[config.mk]
export PLATFORM = sky130hd
export DESIGN_NAME = xsa_out_fifo
export DESIGN_NICKNAME = d
export VERILOG_FILES = /design/src/hw/rtl/xsa_pkg.sv /design/src/hw/rtl/xsa_out_fifo.sv
export SDC_FILE = /design/constraint.sdc
export NUM_CORES = 1
export LEC_CHECK = 0
export BUFFER_PORTS_ARGS = -buffer_cell sky130_fd_sc_hd__buf_4
export CAP_MARGIN = 20
export CORE_AREA = 2 2 186 188
export DETAILED_ROUTE_END_ITERATION = 12
export DIE_AREA = 0 0 188 190
export PLACE_DENSITY = 0.79
export SLEW_MARGIN = 20
export SYNTH_ARGS = -nofsm -noshare
export SYNTH_HDL_FRONTEND = slang
export SYNTH_SLANG_ARGS = --single-unit
[constraint.sdc]
create_clock -name clk -period 4.3 [get_ports clk]
set_input_delay 0.215 -clock clk [delete_from_list [all_inputs] [get_ports clk]]
set_output_delay 0.215 -clock clk [all_outputs]
set_load 0.02 [all_outputs]
[src/hw/rtl/xsa_pkg.sv]
// ============================================================================
// XXH3 stripe accumulator package
// Shared types, sizes and operation codes for the stripe accumulator.
// ============================================================================
package xsa_pkg;

  // Accumulator organization
  localparam int ACC_LANES  = 8;
  localparam int PAIR_COUNT = ACC_LANES / 2;
  localparam int PAIR_W     = (PAIR_COUNT > 1) ? $clog2(PAIR_COUNT) : 1;

  // Result queue sizing
  localparam int OUT_DEPTH = 4;
  localparam int OUT_PTR_W = $clog2(OUT_DEPTH);
  localparam int OUT_CNT_W = $clog2(OUT_DEPTH + 1);

  // Scramble constants
  localparam int SCRAMBLE_SHIFT = 47;
  localparam logic [31:0] MIX_PRIME_RESET = 32'd2654435761;

  typedef enum logic [1:0] {
    OP_ACCUM    = 2'd0,
    OP_SCRAMBLE = 2'd1,
    OP_LOAD     = 2'd2,
    OP_READ     = 2'd3
  } op_t;

  typedef struct packed {
    logic [1:0]  opcode;
    logic [1:0]  lane_pair;
    logic [63:0] data_even;
    logic [63:0] data_odd;
    logic [63:0] key_even;
    logic [63:0] key_odd;
  } in_item_t;

  // Also the layout of one accumulator memory word
  typedef struct packed {
    logic [63:0] acc_even;
    logic [63:0] acc_odd;
  } out_item_t;

  // Fold the requested pair onto the implemented pairs
  function automatic logic [PAIR_W-1:0] pair_index(input logic [1:0] lane_pair);
    int p;
    p = int'(lane_pair) % PAIR_COUNT;
    return PAIR_W'(p);
  endfunction

endpackage

[src/hw/rtl/xsa_out_fifo.sv]
// ============================================================================
// Result queue
// Small register queue between the write-back stage and the result channel.
// Space is reserved at input accept, so a push always finds a free slot.
// ============================================================================
module xsa_out_fifo
  import xsa_pkg::*;
(
  input  logic                 clk,
  input  logic                 rst_n,
  input  logic                 push,
  input  out_item_t            push_data,
  input  logic                 pop,
  output logic                 not_empty,
  output out_item_t            head,
  output logic [OUT_CNT_W-1:0] count
);

  out_item_t              slot_r [OUT_DEPTH];
  logic [OUT_PTR_W-1:0]   wr_ptr_r;
  logic [OUT_PTR_W-1:0]   rd_ptr_r;
  logic [OUT_CNT_W-1:0]   count_r;
  logic                   do_pop;

  assign not_empty = (count_r != '0);
  assign do_pop    = pop && not_empty;
  assign head      = slot_r[rd_ptr_r];
  assign count     = count_r;

  // Store pushed results
  always_ff @(posedge clk) begin
    if (push) begin
      slot_r[wr_ptr_r] <= push_data;
    end
  end

  // Advance pointers and occupancy
  always_ff @(posedge clk) begin
    if (!rst_n) begin
      wr_ptr_r <= '0;
      rd_ptr_r <= '0;
      count_r  <= '0;
    end else begin
      if (push) begin
        wr_ptr_r <= wr_ptr_r + 1'b1;
      end
      if (do_pop) begin
        rd_ptr_r <= rd_ptr_r + 1'b1;
      end
      if (push && !do_pop) begin
        count_r <= count_r + 1'b1;
      end else if (!push && do_pop) begin
        count_r <= count_r - 1'b1;
      end
    end
  end

  // A push never lands on a full queue unless a pop frees a slot in the same cycle
  assert property (@(posedge clk) disable iff (!rst_n)
    push |-> (count_r != OUT_CNT_W'(OUT_DEPTH)) || do_pop)
    else $error("result queue overflow");

endmodule

# Yosys cells after proc, flatten, opt, wreduce, memory -nomap -nowiden
# Memories as Yosys holds them, arrays and structs flattened. A register that Yosys moved wholly into a read port is not among the register bits.
# Index checks and enable logic that the tools add are counted.
[word_totals]
word_cells = 21
mem_bits_rw = 512
n_memories = 1
output_inout_bits = 132
reg_bits = 7
[classes]
mux = 6
reduce_logical = 7
n_addsub = 4
[memory_table]
columns = ["name", "words", "width", "rd", "rd_clocked_by_memory_dff", "write_ports", "line_no", "rtl"]
rows = [
  ["slot_r", 4, 128, 1, 1, 1, "xsa_out_fifo.sv:19", "out_item_t slot_r [OUT_DEPTH];"],
]
[ops]
columns = ["operator", "count"]
rows = [
  ["3-bit two-way mux", 2],
  ["2-bit by 1-bit adder with 2-bit output (second input constant)", 2],
  ["2-bit two-way mux", 2],
  ["3-bit by 1-bit adder with 3-bit output (second input constant)", 1],
  ["1-bit logical AND", 3],
  ["3-bit nonzero test", 1],
  ["3-bit by 1-bit subtractor with 3-bit output (second input constant)", 1],
  ["1-bit logical NOT", 2],
  ["1-bit two-way mux", 2],
  ["2-bit nonzero test", 1],
]

# Depth between registers and ports, before layout
# Gate-level depths: netlist of the first run.
[logic_depth]
ltp_word = 5
mapped_depth = 7

# Least setup slack after synthesis of the first run
# Ideal clock, no wire load.
[synth_timing]
path_type = "reg2reg"
from = "register wr_ptr_r[0]"
to = "memory slot_r[0][0] (netlist bit), enable pin"
path_stages_with_launch = 4
arrival_time_ps = 3479
t_required_ps = 3798
setup_time_ps = 502
slack_ps = 320
path_cell_list = "dfxtp_1 inv_1 ha_1 and2_1"
[synth_rtl]
columns = ["element", "line_no", "rtl"]
rows = [
  ["start, declared", "xsa_out_fifo.sv:20", "logic [OUT_PTR_W-1:0] wr_ptr_r;"],
  ["start signal, assigned", "xsa_out_fifo.sv:45", "wr_ptr_r <= wr_ptr_r + 1'b1;"],
  ["end, declared", "xsa_out_fifo.sv:19", ""],
]
# No word-level cell before the write port.

==> metrics, run 1 <==
H-tree Lvls=2; hpwl dp=20600 um; syn_area_per_cell=roughly 27 um2; most instantiated cells after synthesis=edfxtp_1, mux4_2, buf_2; die height=190 um; CTS buffer count=51; Crit. End Element=primary output; Period minus WS final=roughly 2.8 ns; fmax=353 MHz; via count=around 9000; die area=between 30000 and 40000 um2; layout net count=roughly 1300; Synth Net Count=about 850; CTS Sinks=521; Fin. Hold Viols=0; Yosys warnings=0; die extent in x=188 um; layout cell share with drive strength beyond 1=between 40% and 50%; first-pass GRT wire length=56500 um; Seq/Total Area, Yosys=81.8%; relative slew slack=a little under half; count leader, synth=edfxtp_1; DR pass1 iterations=5; RSZ-0062 raised after global routing=no; clock skew=between 0.015 and 0.02 ns; peak supply drop=roughly 0.42 mV; routability-driven placement congestion ratio=0.707; DR DRC count=0; Longest Clk Path Bufs=3; Post-synth EDFFs=between 500 and 600; crit-path max FO=38; Max Cap Violations=0; Seq cells post-synth=about 520; IO Port Bufs=263; type of the worst min-delay path=in -> reg; crit path kind=reg -> out; Initial Utilization=between 50% and 60%; max-slew violation count=0; post-route clock period utilization=roughly two thirds; status=finished, final reports clean; fraction of registers with async set/reset=0%; global route total overflow=0; Final setup viols=0; P_leak=around 0.0082 uW; clock-pin slew on the worst setup and hold paths=approximately 0.06 ns; largest net degree at the start of global routing=66; Startpoint Class=register; setup TNS=0 ns; Core ar.=around 34000 um2; PwrDens=between 500 and 600 nW/um2; Worst Hold Slack=about 0.11 ns; ys flop type=edfxtp_1; area share of the largest cell type after synthesis=80.8%; routed len/inst=22.7 um; initial antenna violation count=2; IO Pins=between 200 and 300; Synth Instances=~700; Routed Antenna Nets=0; initial detailed-routing violation count=560; num rows=between 60 and 70; largest area contributor in the netlist=edfxtp_1; top cells by area, synth=edfxtp_1, mux4_2, buf_12; CP required=4.09 ns; worst endpoint data arrival time=around 2.6 ns; all-layer global routing usage=approximately a fifth; vias per inst=approximately 5.5; Detailed Route WL=~37000 um; CTS tree=yes; fillers=1897; Worst Tran Pin Value=0.780 ns; clk_lat worst skew=0.56 ns; Distinct cells, synth=20; cell area after synthesis=between 15000 and 20000 um2; Area Growth Syn to Fin=27.8%; CTS Root Cell=clkbuf_16; vias in the first global route=just under 10000
routing by layer:
layer,track usage [%],up-vias,routed length (um)
li1,-,3940,-
met1,26.6,4620,14200
met2,36.5,358,19500
met3,4.37,72,2310
met4,7.78,0,1110
met5,0,-,0
layout make-up:
class                           count  area [um2]  area share, %
Clock inverter                     25         138          0.566
Antenna cell                        2        5.00         0.0206
Multi-Input combinational cell    158        3150           13.0
Inverter                            3        11.3         0.0463
Timing Repair Buffer              407        3470           14.3
Tap cell                          455         569           2.34
Clock buffer                       68        1400           5.76
Sequential cell                   521       15600           64.0
metrics by stage:
| step | utilization, % | worst slack [ns] | cell area [um2] | total power [uW] | std cells |
|---|---|---|---|---|---|
| after floorplan | - | 0.320 | 19000 | 8390 | 710 |
| after global placement | 63.2 | 2.01 | 21500 | 9430 | 1414 |
| after detailed placement | 63.2 | 1.97 | 21500 | 9480 | 1414 |
| after CTS | 71.6 | 1.37 | 24300 | 13600 | 1637 |
| after global routing | 71.6 | 1.26 | 24300 | 14000 | 1639 |
| final | 71.6 | 1.46 | 24300 | 13500 | 1639 |
power by group:
group	total [uW]	internal, uW	switching (uW)
Clock	4040	2290	1750
Sequential	6060	5860	206
Combinational	3380	1700	1680
cell families (layout without fill, tap and decap cells):
kind of cell,count (synthesis),after routing,synth area share [%]
AOI/OAI and AO/OA,4,4,0.178
xor gates and xnor gates,5,5,0.230
adders and majority gates,6,6,0.434
buffers and inverters,31,503,1.71
DFF,521,521,81.8
muxes,130,130,15.3
other,0,2,0
and+or+nand+nor,13,13,0.427
sequential cells by signal, summed over array words and instances, names as in the netlist, named ones only:
name      flops
slot_r      512
rd_ptr_r      2
count         3
wr_ptr_r      2
cells in the final DEF (no fill, tap or decap), types with 2 or more instances in the layout:
cell           synthesis  final
xor2_1                 2      2
dlygate4sd3_1          0    130
clkinv_1               0     11
buf_4                  0    270
clkbuf_1               1     12
nor2b_1                2      2
dfxtp_1                9      7
buf_12                10      7
dfxtp_4                0      2
edfxtp_1             512    512
xnor2_1                3      3
clkinv_2               0      8
diode_2                0      2
mux4_2               128    128
ha_1                   5      5
mux2i_1                2      2
clkbuf_8               0      4
clkbuf_16              0     52
and2_4                 0      4
inv_1                  3      3
and2_1                 9      5
clkinvlp_4             0      3
or3_1                  2      2
worst max-delay path: stages, from the launching register on:
cell and delay [ns]:
dfxtp_4 0.87, buf_4 0.42, mux4_2 0.59, buf_4 0.18
final timing paths:
| check | from | to | slack (ns) | cells after the start |
|---|---|---|---|---|
| worst max-delay path | register | head[85] | 1.46 | 3 |
| worst max register to register | count[1] | count[2] | 2.15 | 7 |
| worst min-delay path | pop | register | 0.11 | 4 |
| worst min register to register | wr_ptr_r[1] | wr_ptr_r[1] | 0.57 | 2 |
what timing repair did:
action                                 CTS  global route
hold buffers                           130             0
setup endpoints to repair                0             0
gates resized for setup                  0             0
endpoints found under the hold margin  521             0
setup buffers                            0             0
Power figures use the tool's default switching activity.
==> inputs of run 2 (changes only) <==
- ABC_AREA: not set -> 1
- CORE_AREA: 2 2 186 188 -> 2 2 199 201
- DIE_AREA: 0 0 188 190 -> 0 0 201 203
- PLACE_DENSITY: 0.79 -> 0.75
- clock period: 4.3 -> 2.43 ns (I/O delays scaled with it)
==> run 2 against run 1 <==
  * Clock power up 80%
  * Setup slack lost 1.4 ns
  * Worst hold slack better by 0.16 ns
  * Global-route usage up 1.2 points
  * Combinational power increased by 100%
  * Design area increased by 3.4%
  * Register-to-register slack got worse by 1.5 ns
  * Die area up 14%
  * Wire length increased by 22%
  * Critical path depth up 1
  * Synthesized area is 4.0% higher
  * Core utilization is 6.3 points lower
  * Critical path type unchanged
  * Largest cell class unchanged
==> metrics, run 2 <==
status=finished, final reports clean; vias per inst=5.54 (+0.92%); largest net degree at the start of global routing=139 (+110%); CP required=2.31 ns (-1.78 ns); Synth Instances=1300 (+83%); Yosys warnings=0 (unchanged); Initial Utilization=51.4% (-4.6 points); Seq/Total Area, Yosys=78.6% (-3.1 points); via count=12400 (+38%); PwrDens=975 nW/um2 (+76%); die extent in x=201 um (+6.9%); IO Pins=264 (unchanged); Non-Filler Instances=2244 (+37%); Final setup viols=0 (unchanged); Fin. Hold Viols=0 (unchanged); diodes inserted=0 (-2); most frequent cells in the layout=edfxtp_1, buf_4, nor2_1; global route total overflow=0 (unchanged); CTS Root Cell=clkbuf_16; worst reg-to-reg path cell count=12 (+5); fraction of registers with async set/reset=0% (unchanged); largest register by flop count=slot_r; Startpoint Class=register; Total Power=24500 uW (+82%); Reg-to-Reg End=count[2]; sw power=7620 uW (+110%); relative slew slack=61.6% (+14 points); CTS buffer count=50 (-2.0%); Worst Hold Path EP=slot_r[0][48]; layout cell share with drive strength beyond 1=25.6% (-15 points); Gate power share=27.6% (+2.5 points); R2R Setup Slk=0.68 ns (-1.47 ns); die area=40800 um2 (+14%); type of the worst min-delay path=in -> reg; Synth Net Count=1438 (+70%); crit-path max FO=111 (+190%); die height=203 um (+6.8%); fillers=2607 (+37%); first-pass GRT wire length=70600 um (+25%); worst endpoint data arrival time=2.27 ns (-0.35 ns); most instantiated cells after synthesis=edfxtp_1, nor2_1, o21ai_0; Max Cap Violations=0 (unchanged); clock network power share=29.6% (-0.3 points); num rows=72 (+5.9%); H-tree Lvls=2 (unchanged); crit path kind=reg -> out; routed len/inst=20.2 um (-11%); hpwl dp=24000 um (+17%); IO Port Bufs=263 (unchanged); routability-driven placement congestion ratio=0.761 (+7.7%); ys flop type=edfxtp_1; max-slew violation count=0 (unchanged); Crit. End Element=primary output; vias in the first global route=13000 (+33%); Core ar.=38500 um2 (+13%); FF-to-FF Start=count[0]; Period minus WS final=between 2 and 2.5 ns; fmax=419 MHz; Longest Clk Path Bufs=3 (unchanged); hold path cells=2 (-2); Post-synth EDFFs=512 (unchanged); clock skew=0.0116 ns (-0.00510 ns); initial antenna violation count=0 (-2); post-route clock period utilization=98.2%; cell area after synthesis=19800 um2 (+4.0%); area share of the largest cell type after synthesis=77.7% (-3.1 points); CTS tree=yes; RSZ-0062 raised after global routing=yes; CTS Sinks=521 (unchanged); internal power=16900 uW (+72%); DR pass1 iterations=4 (-1); DR DRC count=0 (unchanged); layout net count=1824 (+43%); largest area contributor in the netlist=edfxtp_1; initial detailed-routing violation count=978 (+75%); clk_lat worst skew=0.59 ns (+0.03 ns); beginning of the worst hold path=push_data[48]; count leader, synth=edfxtp_1; all-layer global routing usage=22.2% (+1.2 points); Largest register FFs=512 (unchanged); Routed Antenna Nets=0 (unchanged); Area Growth Syn to Fin=27.1%; Seq cells post-synth=521 (unchanged); peak supply drop=0.979 mV (+130%); placed insts=2021 (+43%); P_leak=0.00880 uW (+6.9%); Reg power frac=42.8% (-2.2 points); most common cell after layout, fill and taps aside=edfxtp_1; Worst Tran Pin Value=0.575 ns (-0.205 ns); syn_area_per_cell=15.2 um2 (-43%); Sw Share=31.1% (+4.1 points); Distinct cells, synth=24 (+20%); clock-pin slew on the worst setup and hold paths=0.07 ns (about the same); Detailed Route WL=45400 um (+22%); top cells by area, synth=edfxtp_1, nor2_1, o21ai_0
[run 2: final cells by class]
| class | count | area, um2 | area share, % |
|---|---|---|---|
| clock buffers | 60 | 1350 | 5.38 |
| clock inverters | 32 | 178 | 0.707 |
| inverters | 16 | 90.1 | 0.358 |
| multi-input cells | 679 | 3610 | 14.4 |
| flip-flops and latches | 521 | 15600 | 61.9 |
| well taps | 518 | 648 | 2.58 |
| repair buffers | 418 | 3690 | 14.7 |
[run 2: critical path: stages, from the launching register on]
cell and delay, ns:
dfxtp_4 0.49, buf_16 0.38, o21ai_0 0.21, o22ai_1 0.27, buf_4 0.20
[run 2: how the worst max path moves through the flow]
stage	depth (start not counted)	to
2_1_floorplan	4	slot_r[0][0]
3_3_place_gp	12	count[2]
3_5_place_dp	5	head[13]
4_1_cts	4	head[53]
5_1_grt	4	head[30]
6_report	4	head[64]
[run 2: metal layers]
layer / wire, um / share of wire [%] / track usage, % / vias up
li1: - / - / - / 5694
met4: 1260 / 2.8 / 8.60 / 0
met3: 3180 / 7.0 / 5.43 / 93
met1: 17800 / 39 / 27.1 / 6193
met2: 23200 / 51 / 38.4 / 442
met5: 0 / 0 / 0 / -
[run 2: timing repair]
item	in CTS	in global routing
cloned	0	0
hold endpoints to repair	521	0
pin swaps	0	1
hold buffers	131	0
setup endpoints to repair	1	10
gates resized for setup	2	4
buffers inserted	0	0
[run 2: metrics by stage]
step	setup TNS (ns)	util (%)	worst slack, ns	hold WS [ns]	instance area (um2)
after floorplan	-228.42	-	-0.457	0.220	19800
after CTS	-0.00411	65.3	-0.00411	0.236	25100
after detailed placement	0	57.9	0.690	0.323	22300
after global routing	-0.140	65.3	-0.0377	0.255	25100
after global placement	0	57.9	0.710	0.321	22300
final	0	65.3	0.0432	0.276	25100
[run 2: power groups by stage]
stage          logic, uW  clock network, uW  registers, uW
2_1_floorplan       4100                  0          10600
3_3_place_gp        6410                  0          10600
3_5_place_dp        6550                  0          10700
4_1_cts             6770               7390          10500
5_1_grt             7240               7750          10500
6_report            6760               7270          10500
[run 2: cells by family (layout without fill, tap and decap cells)]
| family | count (synthesis) | count (layout) | synth area share [%] |
|---|---|---|---|
| simple gates | 280 | 280 | 5.71 |
| xor+xnor | 1 | 1 | 0.0443 |
| flops | 521 | 521 | 78.6 |
| fa+ha+maj | 6 | 6 | 0.417 |
| compound gates | 392 | 392 | 12.0 |
| buf+inv | 100 | 526 | 3.21 |
