## src/hw/rtl/xsa_pkg.sv

```systemverilog
// ============================================================================
// XXH3 stripe accumulator package
// Shared types, sizes and operation codes for the stripe accumulator.
// ============================================================================
package xsa_pkg;

  // Accumulator organization
  localparam int ACC_LANES  = 8;
  localparam int PAIR_COUNT = ACC_LANES / 2;
  localparam int PAIR_W     = (PAIR_COUNT > 1) ? $clog2(PAIR_COUNT) : 1;

  // Result queue sizing
  localparam int OUT_DEPTH = 4;
  localparam int OUT_PTR_W = $clog2(OUT_DEPTH);
  localparam int OUT_CNT_W = $clog2(OUT_DEPTH + 1);

  // Scramble constants
  localparam int SCRAMBLE_SHIFT = 47;
  localparam logic [31:0] MIX_PRIME_RESET = 32'd2654435761;

  typedef enum logic [1:0] {
    OP_ACCUM    = 2'd0,
    OP_SCRAMBLE = 2'd1,
    OP_LOAD     = 2'd2,
    OP_READ     = 2'd3
  } op_t;

  typedef struct packed {
    logic [1:0]  opcode;
    logic [1:0]  lane_pair;
    logic [63:0] data_even;
    logic [63:0] data_odd;
    logic [63:0] key_even;
    logic [63:0] key_odd;
  } in_item_t;

  // Also the layout of one accumulator memory word
  typedef struct packed {
    logic [63:0] acc_even;
    logic [63:0] acc_odd;
  } out_item_t;

  // Fold the requested pair onto the implemented pairs
  function automatic logic [PAIR_W-1:0] pair_index(input logic [1:0] lane_pair);
    int p;
    p = int'(lane_pair) % PAIR_COUNT;
    return PAIR_W'(p);
  endfunction

endpackage

```

## src/hw/rtl/xsa_acc_ram.sv

```systemverilog
// ============================================================================
// Accumulator pair memory
// One 128-bit word per lane pair, synchronous read with registered data.
// Per-entry valid bits make unwritten pairs read as zero after reset.
// ============================================================================
module xsa_acc_ram
  import xsa_pkg::*;
(
  input  logic              clk,
  input  logic              rst_n,
  input  logic              rd_en,
  input  logic [PAIR_W-1:0] rd_addr,
  output out_item_t         rd_data,
  input  logic              wr_en,
  input  logic [PAIR_W-1:0] wr_addr,
  input  out_item_t         wr_data
);

  out_item_t              mem [PAIR_COUNT];
  logic [PAIR_COUNT-1:0]  vld_r;
  out_item_t              rd_q_r;
  logic                   rd_vld_r;

  // Write port
  always_ff @(posedge clk) begin
    if (wr_en) begin
      mem[wr_addr] <= wr_data;
    end
  end

  // Track which pairs hold written data
  always_ff @(posedge clk) begin
    if (!rst_n) begin
      vld_r <= '0;
    end else if (wr_en) begin
      vld_r[wr_addr] <= 1'b1;
    end
  end

  // Read port, registered data
  always_ff @(posedge clk) begin
    if (rd_en) begin
      rd_q_r <= mem[rd_addr];
    end
  end

  always_ff @(posedge clk) begin
    if (!rst_n) begin
      rd_vld_r <= 1'b0;
    end else if (rd_en) begin
      rd_vld_r <= vld_r[rd_addr];
    end
  end

  assign rd_data = rd_vld_r ? rd_q_r : '0;

endmodule

```

## config.mk

```make
export PLATFORM = sky130hd
export DESIGN_NAME = xsa_acc_ram
export DESIGN_NICKNAME = d
export VERILOG_FILES = /design/src/hw/rtl/xsa_pkg.sv /design/src/hw/rtl/xsa_acc_ram.sv
export SDC_FILE = /design/constraint.sdc
export NUM_CORES = 1
export LEC_CHECK = 0
export BUFFER_PORTS_ARGS = -buffer_cell sky130_fd_sc_hd__buf_2
export CAP_MARGIN = 20
export CORE_MARGIN = 4
export CORE_UTILIZATION = 58
export CTS_CLUSTER_SIZE = 25
export DETAILED_ROUTE_END_ITERATION = 8
export PLACE_DENSITY = 0.79
export SLEW_MARGIN = 25
export SYNTH_ARGS = -nofsm -noshare
export SYNTH_HDL_FRONTEND = slang
export SYNTH_SLANG_ARGS = --single-unit
```

## constraint.sdc

```tcl
create_clock -name clk -period 17.1 [get_ports clk]
set_clock_uncertainty 0.2 [all_clocks]
set_input_delay 3.42 -clock clk [delete_from_list [all_inputs] [get_ports clk]]
set_output_delay 3.42 -clock clk [all_outputs]
set_load 0.01 [all_outputs]
```

# After elaboration in Yosys (flattened, before gate mapping)
# Memories as Yosys holds them, arrays and structs flattened. A register that Yosys moved wholly into a read port is not among the register bits.
# Cells that the tools add are included.
[totals]
ramBits = 512
regBits = 5
out_inout_bits = 128
word_cells = 15
in_bits = 136
n_memories = 1
[memory_table]
columns = ["name", "depth", "word_bits", "read_ports", "rd_ports_with_merged_regs", "wr", "line_no", "source"]
rows = [
  ["mem", 4, 128, 1, 1, 1, "xsa_acc_ram.sv:19", "out_item_t mem [PAIR_COUNT];"],
]
[op_classes]
n_lt_le_gt_ge = 3
reduce_logical = 1
muxes = 7
bitwise = 1
[ops]
columns = ["cell", "count"]
rows = [
  ["128-bit two-way mux", 1],
  ["2-bit by 3-bit less-than comparator with 1-bit output, second input constant", 2],
  ["1-bit two-way mux", 4],
  ["4-bit OR", 1],
  ["1-bit binary-select mux with 2-bit select", 1],
  ["1-bit demux with 2-bit select", 1],
  ["2-bit by 1-bit greater-or-equal comparator with 1-bit output, second input constant", 1],
  ["1-bit logical AND", 1],
]

# Logic depth before layout (Yosys ltp)
# Gate-level depths: netlist of the first run.
[depth]
word_depth = 5
ltp_mapped = 5

# Worst setup path before layout of the first run
# No wires, ideal clock.
[synth_timing]
kind = "input port to flip-flop"
start = "in wr_addr[0]"
end = "mem mem[0][0] (netlist name), enable pin"
arrival_time_ps = 12775
cell_stages = 1
setup_slack_ps = 3322
required_time_ps = 16097
setup_time_ps = 803
cell_sequence = "nor3b_1"
[synth_lines]
columns = ["element", "line_no", "source"]
rows = [
  ["start: declaration", "xsa_acc_ram.sv:15", "input logic [PAIR_W-1:0] wr_addr,"],
  ["end: declaration", "xsa_acc_ram.sv:19", ""],
]
# Straight into the memory's write port.

==> reports/results.txt, run 1 <==
The run gives 0 as the final-report setup violation count. After legalization and detailed placement, the total HPWL measured 24,300 um. The synthesized area divided by synthesized cell count is 24.4 um2, and the number of cells on the critical path is 3. The time the final worst path needs with I/O delays and setup works out to 6120 ps. The worst pin sits at a relative slew slack of 32.9%. The maximum fanout count along the critical path was 93; the cell count after placement was 1,714. The congestion estimate from routability-driven global placement came to 0.737. The number of pins with negative max-slew slack in the final report came out at 0.

The run gives 590 ps as the clock insertion delay at the later pin of the skew report. TritonCTS created 60 clock buffers. The tools report the floorplan row count as 73. The number of DRC markers after the initial detailed-route iteration was 855; the final count of hold timing violations was 0. For the area enclosed by the die boundary, the log shows 43,600 um2. The logs give 0 for the count of warnings emitted by yosys and 0 for the number of buffers inserted for hold repair after clock tree synthesis.

The number of nets at the end of the flow was 1,388; the number of antenna violations at the first check in global routing was 14. Measured along the y axis, the die boundary spans 209 um. Post-CTS repair timing setup buffer count: 0. The flow ran to the end, and the final reports show no timing, DRC or antenna violations. The critical path data arrival time came out at 2500 ps. The clock passes through at most 3 buffers. In this run, distinct cell masters in the synthesized netlist total 17. The portion of the post-synthesis area used by sequential elements is 82.6%, and the max-capacitance violation count is 0. Wires add up to 43,600 um.

The via count of the first global-routing pass is 10,900, and the die extent in x is 209 um. Input and output buffers added on the ports amount to 263. After floorplanning, the core was sized to cover 39,800 um2.

Global routing finished with a remaining overflow of 0. The worst setup path is captured at an output port. The min-delay analysis places its worst path in the category register to register.

The final route contains 10,500 vias. The net count of the mapped netlist is 1,094, and the maximum cell stage delay along the critical path is 730 ps. For the pin with the worst max-slew slack, the measured transition is 1010 ps. The final critical-path share of the clock period was 35.8%; the average via count per standard cell was 5.72. The synthesized design contains 645 register bits. The clock drives 645 sinks. The power density over cell area works out to 120 nW/um2. Number of buffers and inverters on the critical path: 2. Of all cell types, the one taking the most synthesized area is sky130_fd_sc_hd__edfxtp_1. The worst register-to-register path has a depth of 3. The post-route netlist has 37.2% of its cells at a drive strength greater than 1.

Entering global routing, the biggest net connects 130 pins. STA classifies the critical path startpoint as a register. By area the synthesized netlist is led by sky130_fd_sc_hd__edfxtp_1 82%, sky130_fd_sc_hd__mux4_2 12%, sky130_fd_sc_hd__and2_1 3.4%. The slowest cell on the critical path was sky130_fd_sc_hd__buf_4.

The synthesized netlist occupies a cell area of 23,400 um2. The post-detailed-route DRC marker count is 0, and the utilization after layout is 68.1%. In the final routed layout, each cell accounts on average for 23.8 um. Based on the critical path, the design can be clocked at up to 163 MHz.

The area taken by flip-flops and latches was 19,300 um2. The first detailed-routing pass ran for 5 iterations. TritonCTS built the clock tree.

The worst hold slack is 268 ps. The run gives 0 as the count of nets left with antenna violations after detail routing. The first global-routing pass estimated 66,100 um of wire.

Setup repair after global routing left no endpoint under its margin. In this run, post-CTS repair resized a total of 0 instances. Global routing used 19.8% of the available tracks.

The critical path is of the register to output port type. The run gives 1,830 as the final instance count without filler cells. Summed over all cells, the static leakage comes to 0.00946 uW. In this run the count of I/O pins placed on the die edge is 264.

Traced cell by cell, the critical path runs through buf_4, and2_1, buf_2. From synthesis to final layout, the design area changed by 16.0%. The worst hold path cell count is 1. The kind of cell with the highest combined delay along the critical path is buffers and inverters. STA puts the critical path data required time at 13,480 ps. The area share of the leading cell type in the synthesized netlist came out at 82.2%. The worst-case IR drop observed on VDD is 0.0875 mV. The filler cells instantiated in the layout total 2,507. The tools report the aggregate negative setup slack as 0 ps. The clock transition at the registers of the reported paths is 60 ps. The tools report the count of H-tree levels built during CTS as 2. The run gives 958 as the cell count after synthesis. The initial utilization of the core area, before any placement, comes to 58.7%. The tree is rooted in a sky130_fd_sc_hd__clkbuf_16.

Footprint of the multi-input gates: 3810 um2.
==> layout make-up <==
class | count | share of cell area (%)
Sequential cell | 645 | 71.2
Multi-Input combinational cell | 270 | 14.0
Clock buffer | 75 | 5.82
Timing Repair Buffer | 275 | 5.46
Tap cell | 525 | 2.42
Clock inverter | 32 | 0.973
Antenna cell | 8 | 0.0738
==> cells in the final DEF, fill, tap and decap left out <==
cell type                    count
sky130_fd_sc_hd__clkbuf_16      61
sky130_fd_sc_hd__buf_8           1
sky130_fd_sc_hd__buf_16          2
sky130_fd_sc_hd__and3_4          1
sky130_fd_sc_hd__edfxtp_1      640
sky130_fd_sc_hd__and3b_4         2
sky130_fd_sc_hd__o221ai_1        1
sky130_fd_sc_hd__mux4_2        128
sky130_fd_sc_hd__buf_2         260
sky130_fd_sc_hd__dfxtp_4         1
sky130_fd_sc_hd__clkbuf_1       14
sky130_fd_sc_hd__mux2i_1         2
sky130_fd_sc_hd__nand3_1         1
sky130_fd_sc_hd__and2_1        128
sky130_fd_sc_hd__bufinv_16       5
sky130_fd_sc_hd__buf_12          1
sky130_fd_sc_hd__dfxtp_1         4
sky130_fd_sc_hd__nand3b_1        2
sky130_fd_sc_hd__diode_2         8
sky130_fd_sc_hd__clkinvlp_4      1
sky130_fd_sc_hd__clkinv_1       19
sky130_fd_sc_hd__nor3b_2         1
sky130_fd_sc_hd__buf_4           9
sky130_fd_sc_hd__clkinv_2        7
sky130_fd_sc_hd__buf_6           2
sky130_fd_sc_hd__o21a_1          4
==> synthesized netlist by cell type (all sizes together) <==
library cell / number
nand3: 1
mux4: 128
o21a: 4
o221ai: 1
clkbuf: 14
and3: 1
nor3b: 1
buf: 29
dfxtp: 5
edfxtp: 640
nand3b: 2
mux2i: 2
and3b: 2
and2: 128
==> kinds of logic (layout without fill, tap and decap cells) <==
family,count (synthesis),in the layout,synth area share [%]
AOI/OAI and AO/OA,5,5,0.166
buffers and inverters,43,382,1.16
DFF,645,645,82.6
muxes,130,130,12.4
other,0,8,0
and+or+nand+nor,135,135,3.64
==> where the power goes <==
part | switching, uW | internal [uW] | total (uW)
Sequential | 21.4 | 1840 | 1860
Combinational | 78.5 | 66.2 | 145
Clock | 531 | 722 | 1250
==> flip-flops by register name, indices dropped and copies added (netlist names) <==
name      cells
rd_q_r      128
mem         512
rd_vld_r      1
vld_r         4
==> through the flow <==
step	setup slack, ps	instance area [um2]	total power, uW
4_1_cts	10930	27100	3280
6_report	10980	27100	3260
3_5_place_dp	10800	25200	2040
5_1_grt	10850	27100	3370
2_1_floorplan	3320	23400	1970
3_3_place_gp	10810	25200	2030
==> worst paths after layout <==
check | startpoint | end | slack (ps)
worst max-delay path | rd_vld_r$_SDFFE_PN0P_ | rd_data[31] | 10980
worst min-delay path | vld_r[1]$_SDFFE_PN0P_ | vld_r[1]$_SDFFE_PN0P_ | 270
worst max register to register | rd_vld_r$_SDFFE_PN0P_ | rd_vld_r$_SDFFE_PN0P_ | 15220
worst min register to register | vld_r[1]$_SDFFE_PN0P_ | vld_r[1]$_SDFFE_PN0P_ | 270
==> routing by layer <==
layer  vias up  global-route usage (%)  part of all wire (%)
met2       351                    31.3                    49
li1       4549                       -                     -
met4        18                    5.20                   1.9
met1      5467                    28.9                    42
met3        76                    4.67                   7.1
met5         -                       0                  0.27
(Power assumes the default switching activity.)
==> inputs of run 2 (changes only) <==
--- a/config.mk
+++ b/config.mk
@@ -5,13 +5,14 @@
 export SDC_FILE = /design/constraint.sdc
 export NUM_CORES = 1
 export LEC_CHECK = 0
+export ABC_AREA = 1
 export BUFFER_PORTS_ARGS = -buffer_cell sky130_fd_sc_hd__buf_2
 export CAP_MARGIN = 20
 export CORE_MARGIN = 4
-export CORE_UTILIZATION = 58
+export CORE_UTILIZATION = 52
 export CTS_CLUSTER_SIZE = 25
 export DETAILED_ROUTE_END_ITERATION = 8
-export PLACE_DENSITY = 0.79
+export PLACE_DENSITY = 0.75
 export SLEW_MARGIN = 25
 export SYNTH_ARGS = -nofsm -noshare
 export SYNTH_HDL_FRONTEND = slang
==> constraint.sdc (replaced) <==
create_clock -name clk -period 5.4 [get_ports clk]
set_clock_uncertainty 0.2 [all_clocks]
set_input_delay 1.08 -clock clk [delete_from_list [all_inputs] [get_ports clk]]
set_output_delay 1.08 -clock clk [all_outputs]
set_load 0.01 [all_outputs]
==> run 2 against run 1 <==
Net effect:
- first-iteration DRC count is 54% higher
- core utilization is 7.3 points lower
- sequential cell count stayed put
- design area is 2.3% higher
- sequential power grew to 3.2 times the previous value
- via count is 35% higher
- worst setup slack worse by 9300 ps
- highest routed layer unchanged
- largest power group unchanged
- critical path depth is 1 higher
- non-clock buffer count stayed put
==> reports/results.txt, run 2 <==
The run finished with clean final reports. The tools report the total wirelength of the detailed-routed design as 51,800 um (was 43,600 um). Worst setup slack for register-to-register paths: 3930 ps (was 15,220 ps). The effective utilization at floorplan was 52.8% (was 58.7%); the max-capacitance violation count was 0 (unchanged). The run gives 0 (unchanged) as the overall overflow remaining after global route. The logs give 645 (unchanged) for the number of sinks on the clock net and 3,338 (was 2,507) for the number of fill cells in the layout.

The run gives 1,803 (was 1,094) as the net count of the mapped netlist. The tools report the count of warnings emitted by yosys as 0 (unchanged). The worst setup timing slack at the placement stage was 2070 ps (was 10,800 ps).

Synth cell count leaders: 640 x sky130_fd_sc_hd__edfxtp_1, 260 x sky130_fd_sc_hd__nor2_1, 165 x sky130_fd_sc_hd__o21ai_0 (was 640 x sky130_fd_sc_hd__edfxtp_1, 128 x sky130_fd_sc_hd__and2_1, 128 x sky130_fd_sc_hd__mux4_2). The run gives 610 ps (was 590 ps) as the clock insertion delay at the later pin of the skew report. For the clock buffer count from CTS, the log shows 61 (was 60).

The layout overhead on the synthesized area was 15.4% (was 16.0%); the max-slew headroom at the worst pin was 32.5% (was 32.9%). The number of synthesized register bits was 645 (unchanged). Endpoint of the lowest-slack register-to-register path: rd_vld_r$_SDFFE_PN0P_ (unchanged). For the static leakage power, the log shows 0.0106 uW (was 0.00946 uW). Endpoint kind of the worst setup timing path: an output port (unchanged).

The total power is 10,700 uW (was 3260 uW), and the post-synthesis instance area is 24,000 um2 (was 23,400 um2). The tools report the start point of the critical path as rd_vld_r$_SDFFE_PN0P_ (unchanged). The tools report the worst hold slack as 268 ps (about the same). The final critical-path share of the clock period came out at 69.1%. The maximum vdd drop is 0.308 mV (was 0.0875 mV), and the time the final worst path needs with I/O delays and setup is 3730 ps. The tools report the weighted congestion at the end of routability-driven global placement as 0.738 (was 0.737). The synthesized area divided by synthesized cell count was 14.4 um2 (was 24.4 um2). Count of nets left with antenna violations after detail routing: 0 (unchanged). Die extent in x: 223 um (was 209 um). The quantity of gates resized following cts is 0 (unchanged), and the count of flip-flops with a built-in enable after synthesis is 640 (unchanged).

The number of pins with negative max-slew slack in the final report is 0 (unchanged). Biggest registers after layout: mem x512, rd_q_r x128, vld_r x4 (unchanged). The run gives 3610 um2 (was 3810 um2) as the footprint of the multi-input gates. The run gives 0 (unchanged) as the number of buffers inserted for hold repair after clock tree synthesis.

TritonCTS built the clock tree. The critical path required time is 4120 ps (was 13,480 ps), and the utilization after layout is 60.9% (was 68.1%). The logs give 0 (unchanged) for the post-CTS repair timing setup buffer count and 26,900 um (was 24,300 um) for the total half-perimeter wirelength after legalization and detailed placement.

The library cell used as clock root buffer was sky130_fd_sc_hd__clkbuf_16 (unchanged). The most common flop cell mapped by yosys was sky130_fd_sc_hd__edfxtp_1 (unchanged). The count of buffers from port buffering came out at 263 (unchanged). The distinct cell type count after synthesis is 18 (was 17).

The register containing the most flip-flops in the final layout was mem (unchanged). The sort of element at the start of the critical path is a register (unchanged). The aggregate negative setup slack came out at 0 ps (unchanged).

The clock transition at the registers of the reported paths came out at 60 ps (about the same). Die outline height: 223 um (was 209 um). The most common cell after layout, fill and taps aside is sky130_fd_sc_hd__edfxtp_1 (unchanged). Critical path data arrival time: 2450 ps (was 2500 ps).

The number of cells on the worst reg-to-reg path came out at 2 (was 3). The area enclosed by the die boundary came out at 49,700 um2 (was 43,600 um2). Number of DRC markers after the initial detailed-route iteration: 1,319 (was 855).

Average via count per standard cell: 5.52 (was 5.72). For the buffer depth of the longest clock path, the log shows 3 (unchanged). The total number of vias was 14,200 (was 10,500). The capture point of the critical path was rd_data[72] (was rd_data[31]).

For the number of nets at the end of the flow, the log shows 2,043 (was 1,388). Setup repair after global routing left no endpoint under its margin. The final count of hold timing violations was 0 (unchanged). Largest area contributor in the netlist: sky130_fd_sc_hd__edfxtp_1 (unchanged). Top post-synthesis cells by area: sky130_fd_sc_hd__edfxtp_1 80%, sky130_fd_sc_hd__nor2_1 4.1%, sky130_fd_sc_hd__o21ai_0 3.4% (was sky130_fd_sc_hd__edfxtp_1 82%, sky130_fd_sc_hd__mux4_2 12%, sky130_fd_sc_hd__and2_1 3.4%). The area share of the leading cell type in the synthesized netlist came out at 79.9% (was 82.2%). The length of the first detailed-routing pass in iterations came out at 5 (unchanged). Boundary pin count: 264 (unchanged). Cell with the most instances after synthesis: sky130_fd_sc_hd__edfxtp_1 (unchanged).

Cell count after synthesis: 1,667 (was 958). Worst setup path category: register to output port (unchanged). The share of synthesized flip-flops with an asynchronous set or reset is 0% (unchanged), and the portion of the post-synthesis area used by sequential elements is 80.3% (was 82.6%).

The critical register-to-register path startpoint was rd_vld_r$_SDFFE_PN0P_ (unchanged). The maximum fanout count along the critical path is 62 (was 93), and the average wire length per cell after detail routing is 20.2 um (was 23.8 um). The number of flip-flops under the largest register name came out at 512 (unchanged). The power density over cell area is 386 nW/um2 (was 120 nW/um2). The core outline area came out at 45,600 um2 (was 39,800 um2).

The logs give 19,300 um2 (unchanged) for the area taken by flip-flops and latches and 20.2% (was 19.8%) for the total routing resource utilization after global routing. The floorplan row count is 78 (was 73), and the via count of the first global-routing pass is 14,100 (was 10,900). The wire length of the first global-routing pass is 78,900 um (was 66,100 um), and the pin count of the biggest net entering global routing is 229 (was 130). Path type of the worst min-delay path: register to register (unchanged).

The tools report the count of H-tree levels built during CTS as 2 (unchanged). The tools report the final worst slack as 1670 ps (was 10,980 ps). The run gives 0 (unchanged) as the final-report setup violation count. Leading cell types in the layout, fill and taps excluded: 640 x sky130_fd_sc_hd__edfxtp_1, 260 x sky130_fd_sc_hd__nor2_1, 260 x sky130_fd_sc_hd__buf_2 (was 640 x sky130_fd_sc_hd__edfxtp_1, 260 x sky130_fd_sc_hd__buf_2, 128 x sky130_fd_sc_hd__mux4_2, 128 x sky130_fd_sc_hd__and2_1, 61 x sky130_fd_sc_hd__clkbuf_16). The actual transition at the worst max-transition pin was 1010 ps (about the same); the worst hold path cell count was 1 (unchanged). For the post-detailed-route DRC marker count, the log shows 0 (unchanged). The logs give 20 (was 14) for the number of antenna violations at the first check in global routing and 268 MHz for the maximum operating frequency. The fraction of final layout cells sized beyond drive strength 1 works out to 19.2% (was 37.2%).
run 2: area by class of cell:
| cell class | count | share of cell area, % |
|---|---|---|
| multi-input cells | 787 | 13.0 |
| inverters | 137 | 2.02 |
| flip-flops and latches | 645 | 69.6 |
| repair buffers | 275 | 5.35 |
| diodes | 10 | 0.0902 |
| clock inverters | 44 | 1.42 |
| well taps | 600 | 2.71 |
| clock buffers | 70 | 5.78 |
run 2: metrics by stage:
stage,cell area (um2),cells
2_1_floorplan,24000,1667
3_3_place_gp,25700,2444
3_5_place_dp,25700,2444
4_1_cts,27700,2558
5_1_grt,27700,2563
6_report,27800,2568
run 2: power breakdown:
group	switching, uW	internal (uW)
logic	405	180
clock network	1780	2450
registers	78.0	5810
total	2270	8450
run 2: cells by family after synthesis:
family,synth area share [%]
AOI/OAI and AO/OA,8.76
buffers and inverters,4.63
DFF,80.3
and+or+nand+nor,6.26
run 2: critical path, cell delays in order, from the launching register on:
cell and delay (ps):
sky130_fd_sc_hd__dfxtp_4 860, sky130_fd_sc_hd__buf_4 490, sky130_fd_sc_hd__nand2_1 100, sky130_fd_sc_hd__inv_1 150, sky130_fd_sc_hd__buf_2 160
run 2: worst min-delay path by stage:
| stage | slack, ps | endpoint | from |
|---|---|---|---|
| floorplan | 240 | vld_r[1]$_SDFFE_PN0P_ | vld_r[1]$_SDFFE_PN0P_ |
| global placement | 250 | vld_r[3]$_SDFFE_PN0P_ | vld_r[3]$_SDFFE_PN0P_ |
| detailed placement | 260 | vld_r[2]$_SDFFE_PN0P_ | vld_r[2]$_SDFFE_PN0P_ |
| CTS | 270 | vld_r[2]$_SDFFE_PN0P_ | vld_r[2]$_SDFFE_PN0P_ |
| global route | 290 | vld_r[2]$_SDFFE_PN0P_ | vld_r[2]$_SDFFE_PN0P_ |
| finish | 270 | vld_r[2]$_SDFFE_PN0P_ | vld_r[2]$_SDFFE_PN0P_ |
run 2: per-layer routing:
metal	routed length (um)	global-route usage, %	vias to the layer above
li1	-	-	6522
met1	21100	26.8	6980
met2	25200	33.0	539
met3	4200	5.88	106
met4	1130	6.01	24
met5	152	0	-
==> inputs of run 3 (changes only) <==
--- a/config.mk
+++ b/config.mk
@@ -9,10 +9,10 @@
 export BUFFER_PORTS_ARGS = -buffer_cell sky130_fd_sc_hd__buf_2
 export CAP_MARGIN = 20
 export CORE_MARGIN = 4
-export CORE_UTILIZATION = 52
+export CORE_UTILIZATION = 58
 export CTS_CLUSTER_SIZE = 25
 export DETAILED_ROUTE_END_ITERATION = 8
-export PLACE_DENSITY = 0.75
+export PLACE_DENSITY = 0.79
 export SLEW_MARGIN = 25
 export SYNTH_ARGS = -nofsm -noshare
 export SYNTH_HDL_FRONTEND = slang
==> constraint.sdc (replaced) <==
create_clock -name clk -period 3.8 [get_ports clk]
set_clock_uncertainty 0.2 [all_clocks]
set_input_delay 0.76 -clock clk [delete_from_list [all_inputs] [get_ports clk]]
set_output_delay 0.76 -clock clk [all_outputs]
set_load 0.01 [all_outputs]
==> run 3 against run 2 <==
Net effect:
- clock power grew 33%
- core utilization grew 6.7 points
- die area shrank 10%
- sequential cell count is the same
- combinational power grew 47%
- sequential share of layout area grew 0.20 points
- count of clock-buffer cells in the layout grew 8
- worst setup slack lost 1100 ps
- total power grew 39%
==> reports/results.txt, run 3 (same netlist as run 2, synthesis figures left out) <==
The count of H-tree levels built during CTS is 2 (unchanged), and the total wirelength of the detailed-routed design is 52,400 um (was 51,800 um). The via count of the first global-routing pass was 14,300 (was 14,100); the die outline height was 212 um (was 223 um). Slowest cell on the critical path: sky130_fd_sc_hd__dfxtp_4 (unchanged). The logs give 20 (unchanged) for the number of antenna violations at the first check in global routing and 2290 ps (was 2450 ps) for the critical path data arrival time. The number of flip-flops under the largest register name was 512 (unchanged); the post-detailed-route DRC marker count was 0 (unchanged). The clock buffer count from CTS was 60 (was 61); the total power was 14,900 uW (was 10,700 uW).

The actual transition at the worst max-transition pin is 1030 ps (was 1010 ps). The tools report the max-slew headroom at the worst pin as 31.4% (was 32.5%). Derived from the worst setup path, the maximum achievable clock frequency is 307 MHz. The maximum fanout count along the critical path is 49 (was 62).

The worst setup path category was register to output port (unchanged). For the overall overflow remaining after global route, the log shows 0 (unchanged). The static leakage power was 0.0106 uW (about the same); the time the final worst path needs with I/O delays and setup was 3250 ps.

The number of cells on the worst reg-to-reg path is 3 (was 2). For the number of fill cells in the layout, the log shows 2,799 (was 3,338). The effective utilization at floorplan was 58.8% (was 52.8%). The worst hold path cell count came out at 1 (unchanged). TritonCTS built the clock tree. The run gives 29,000 um (was 26,900 um) as the total half-perimeter wirelength after legalization and detailed placement.

The die extent in x was 212 um (was 223 um); the final-report setup violation count was 0 (unchanged). The quantity of gates resized following cts is 0 (unchanged), and the count of buffers from port buffering is 263 (unchanged). The run gives 0 (unchanged) as the max-capacitance violation count. The tools report the boundary pin count as 264 (unchanged).

Biggest registers after layout: mem x512, rd_q_r x128, vld_r x4 (unchanged). The number of buffers inserted for hold repair after clock tree synthesis came out at 0 (unchanged). Clock insertion delay at the later pin of the skew report: 610 ps (about the same). For the part of the total power dissipated in the clock network, the log shows 38.0% (was 39.5%). Path type of the worst min-delay path: input port to register (was register to register). Count of nets left with antenna violations after detail routing: 0 (unchanged).

The total routing resource utilization after global routing was 23.0% (was 20.2%). The tools report the total number of vias as 14,200 (about the same). Number of pins with negative max-slew slack in the final report: 0 (unchanged). The cell-internal power is 11,700 uW (was 8450 uW).

The net switching power is 3140 uW (was 2270 uW), and the weighted congestion at the end of routability-driven global placement is 0.735 (was 0.738). The final instance count without filler cells came out at 2,512 (was 2,568). The run gives 3 (unchanged) as the buffer depth of the longest clock path.

The number of DRC markers after the initial detailed-route iteration is 1,175 (was 1,319), and the post-CTS repair timing setup buffer count is 0 (unchanged). The layout overhead on the synthesized area was 15.1% (was 15.4%); the core outline area was 40,900 um2 (was 45,600 um2). The number of nets at the end of the flow is 2,054 (was 2,043), and the power density over cell area is 538 nW/um2 (was 386 nW/um2). The endpoint kind of the worst setup timing path is an output port (unchanged). The tools report the proportion of power drawn by combinational gates as 5.8% (was 5.5%). The run finished with clean final reports. The area taken by flip-flops and latches came out at 19,300 um2 (unchanged).

For the area enclosed by the die boundary, the log shows 44,800 um2 (was 49,700 um2). Sort of element at the start of the critical path: a register (unchanged). The most common cell after layout, fill and taps aside is sky130_fd_sc_hd__edfxtp_1 (unchanged). The tools report the critical path required time as 2840 ps (was 4120 ps). Setup repair after global routing left no endpoint under its margin. The fraction of final layout cells sized beyond drive strength 1 was 19.3% (was 19.2%); the average via count per standard cell was 5.65 (was 5.52). Cell count after placement: 2,388 (was 2,444).

Maximum vdd drop: 0.422 mV (was 0.308 mV). For the wire length of the first global-routing pass, the log shows 79,600 um (was 78,900 um). The tools report the library cell used as clock root buffer as sky130_fd_sc_hd__clkbuf_16 (unchanged). The sequential group share of total power was 56.3% (was 55.0%). The number of sinks on the clock net is 645 (unchanged), and the final count of hold timing violations is 0 (unchanged). The aggregate negative setup slack came out at 0 ps (unchanged). For the footprint of the multi-input gates, the log shows 3610 um2 (unchanged). Pin count of the biggest net entering global routing: 147 (was 229). The switching fraction of total power works out to 21.1% (was 21.2%).

Maximum cell stage delay along the critical path: 790 ps (was 860 ps). Ordered list of cells on the worst path: buf_4, nand2_1, inv_1, buf_2 (unchanged). The register containing the most flip-flops in the final layout was mem (unchanged). The average wire length per cell after detail routing works out to 20.9 um (was 20.2 um). The clock transition at the registers of the reported paths was 60 ps (about the same).

The final critical-path share of the clock period is 85.6%, and the worst setup slack for register-to-register paths is 2050 ps (was 3930 ps). The length of the first detailed-routing pass in iterations was 5 (unchanged); the floorplan row count was 74 (was 78). Leading cell types in the layout, fill and taps excluded: 640 x sky130_fd_sc_hd__edfxtp_1, 260 x sky130_fd_sc_hd__nor2_1, 260 x sky130_fd_sc_hd__buf_2 (unchanged).
-- run 3: power by group through the flow --
| stage | logic [uW] | clock network (uW) | registers [uW] |
|---|---|---|---|
| after floorplan | 489 | 0 | 8490 |
| after global routing | 951 | 6090 | 8400 |
| after global placement | 821 | 0 | 8500 |
| after CTS | 864 | 5760 | 8370 |
| final | 858 | 5650 | 8370 |
| after detailed placement | 859 | 0 | 8520 |
-- run 3: through the flow --
step | hold WS, ps | setup WS, ps | area (um2) | utilization, %
floorplan | 240 | 401 | 24100 | -
global placement | 247 | 1140 | 25800 | 63.0
detailed placement | 254 | 1070 | 25800 | 63.0
CTS | 123 | 502 | 27600 | 67.5
global route | 129 | 428 | 27600 | 67.6
finish | 163 | 546 | 27700 | 67.6
-- run 3: critical path: cells and delay by family, from the launching register on --
family,cells,cell delay [ps]
flops,1,790
buf+inv,3,700
simple gates,1,170
-- run 3: layout make-up --
cell class | instances | area share (%)
clock inverter | 33 | 0.977
inverter | 137 | 1.95
multi-input combinational | 787 | 13.1
timing repair buffer | 287 | 5.91
sequential | 645 | 69.8
clock buffer | 78 | 5.75
tap | 532 | 2.41
antenna | 13 | 0.118
-- run 3: worst paths after layout --
kind / start / to
setup / recovery: rd_vld_r$_SDFFE_PN0P_ / rd_data[101]
hold / removal: wr_data[116] / mem[0][116]$_DFFE_PP_
setup reg to reg: rd_vld_r$_SDFFE_PN0P_ / rd_vld_r$_SDFFE_PN0P_
hold reg to reg: vld_r[3]$_SDFFE_PN0P_ / vld_r[3]$_SDFFE_PN0P_
-- run 3: routing by layer --
layer	part of all wire (%)	track usage (%)	vias up	wire length, um
li1	-	-	6544	-
met1	39	30.3	7017	20700
met2	50	39.0	500	26100
met3	7.9	5.68	101	4170
met4	2.4	6.35	22	1280
met5	0.28	0	-	146
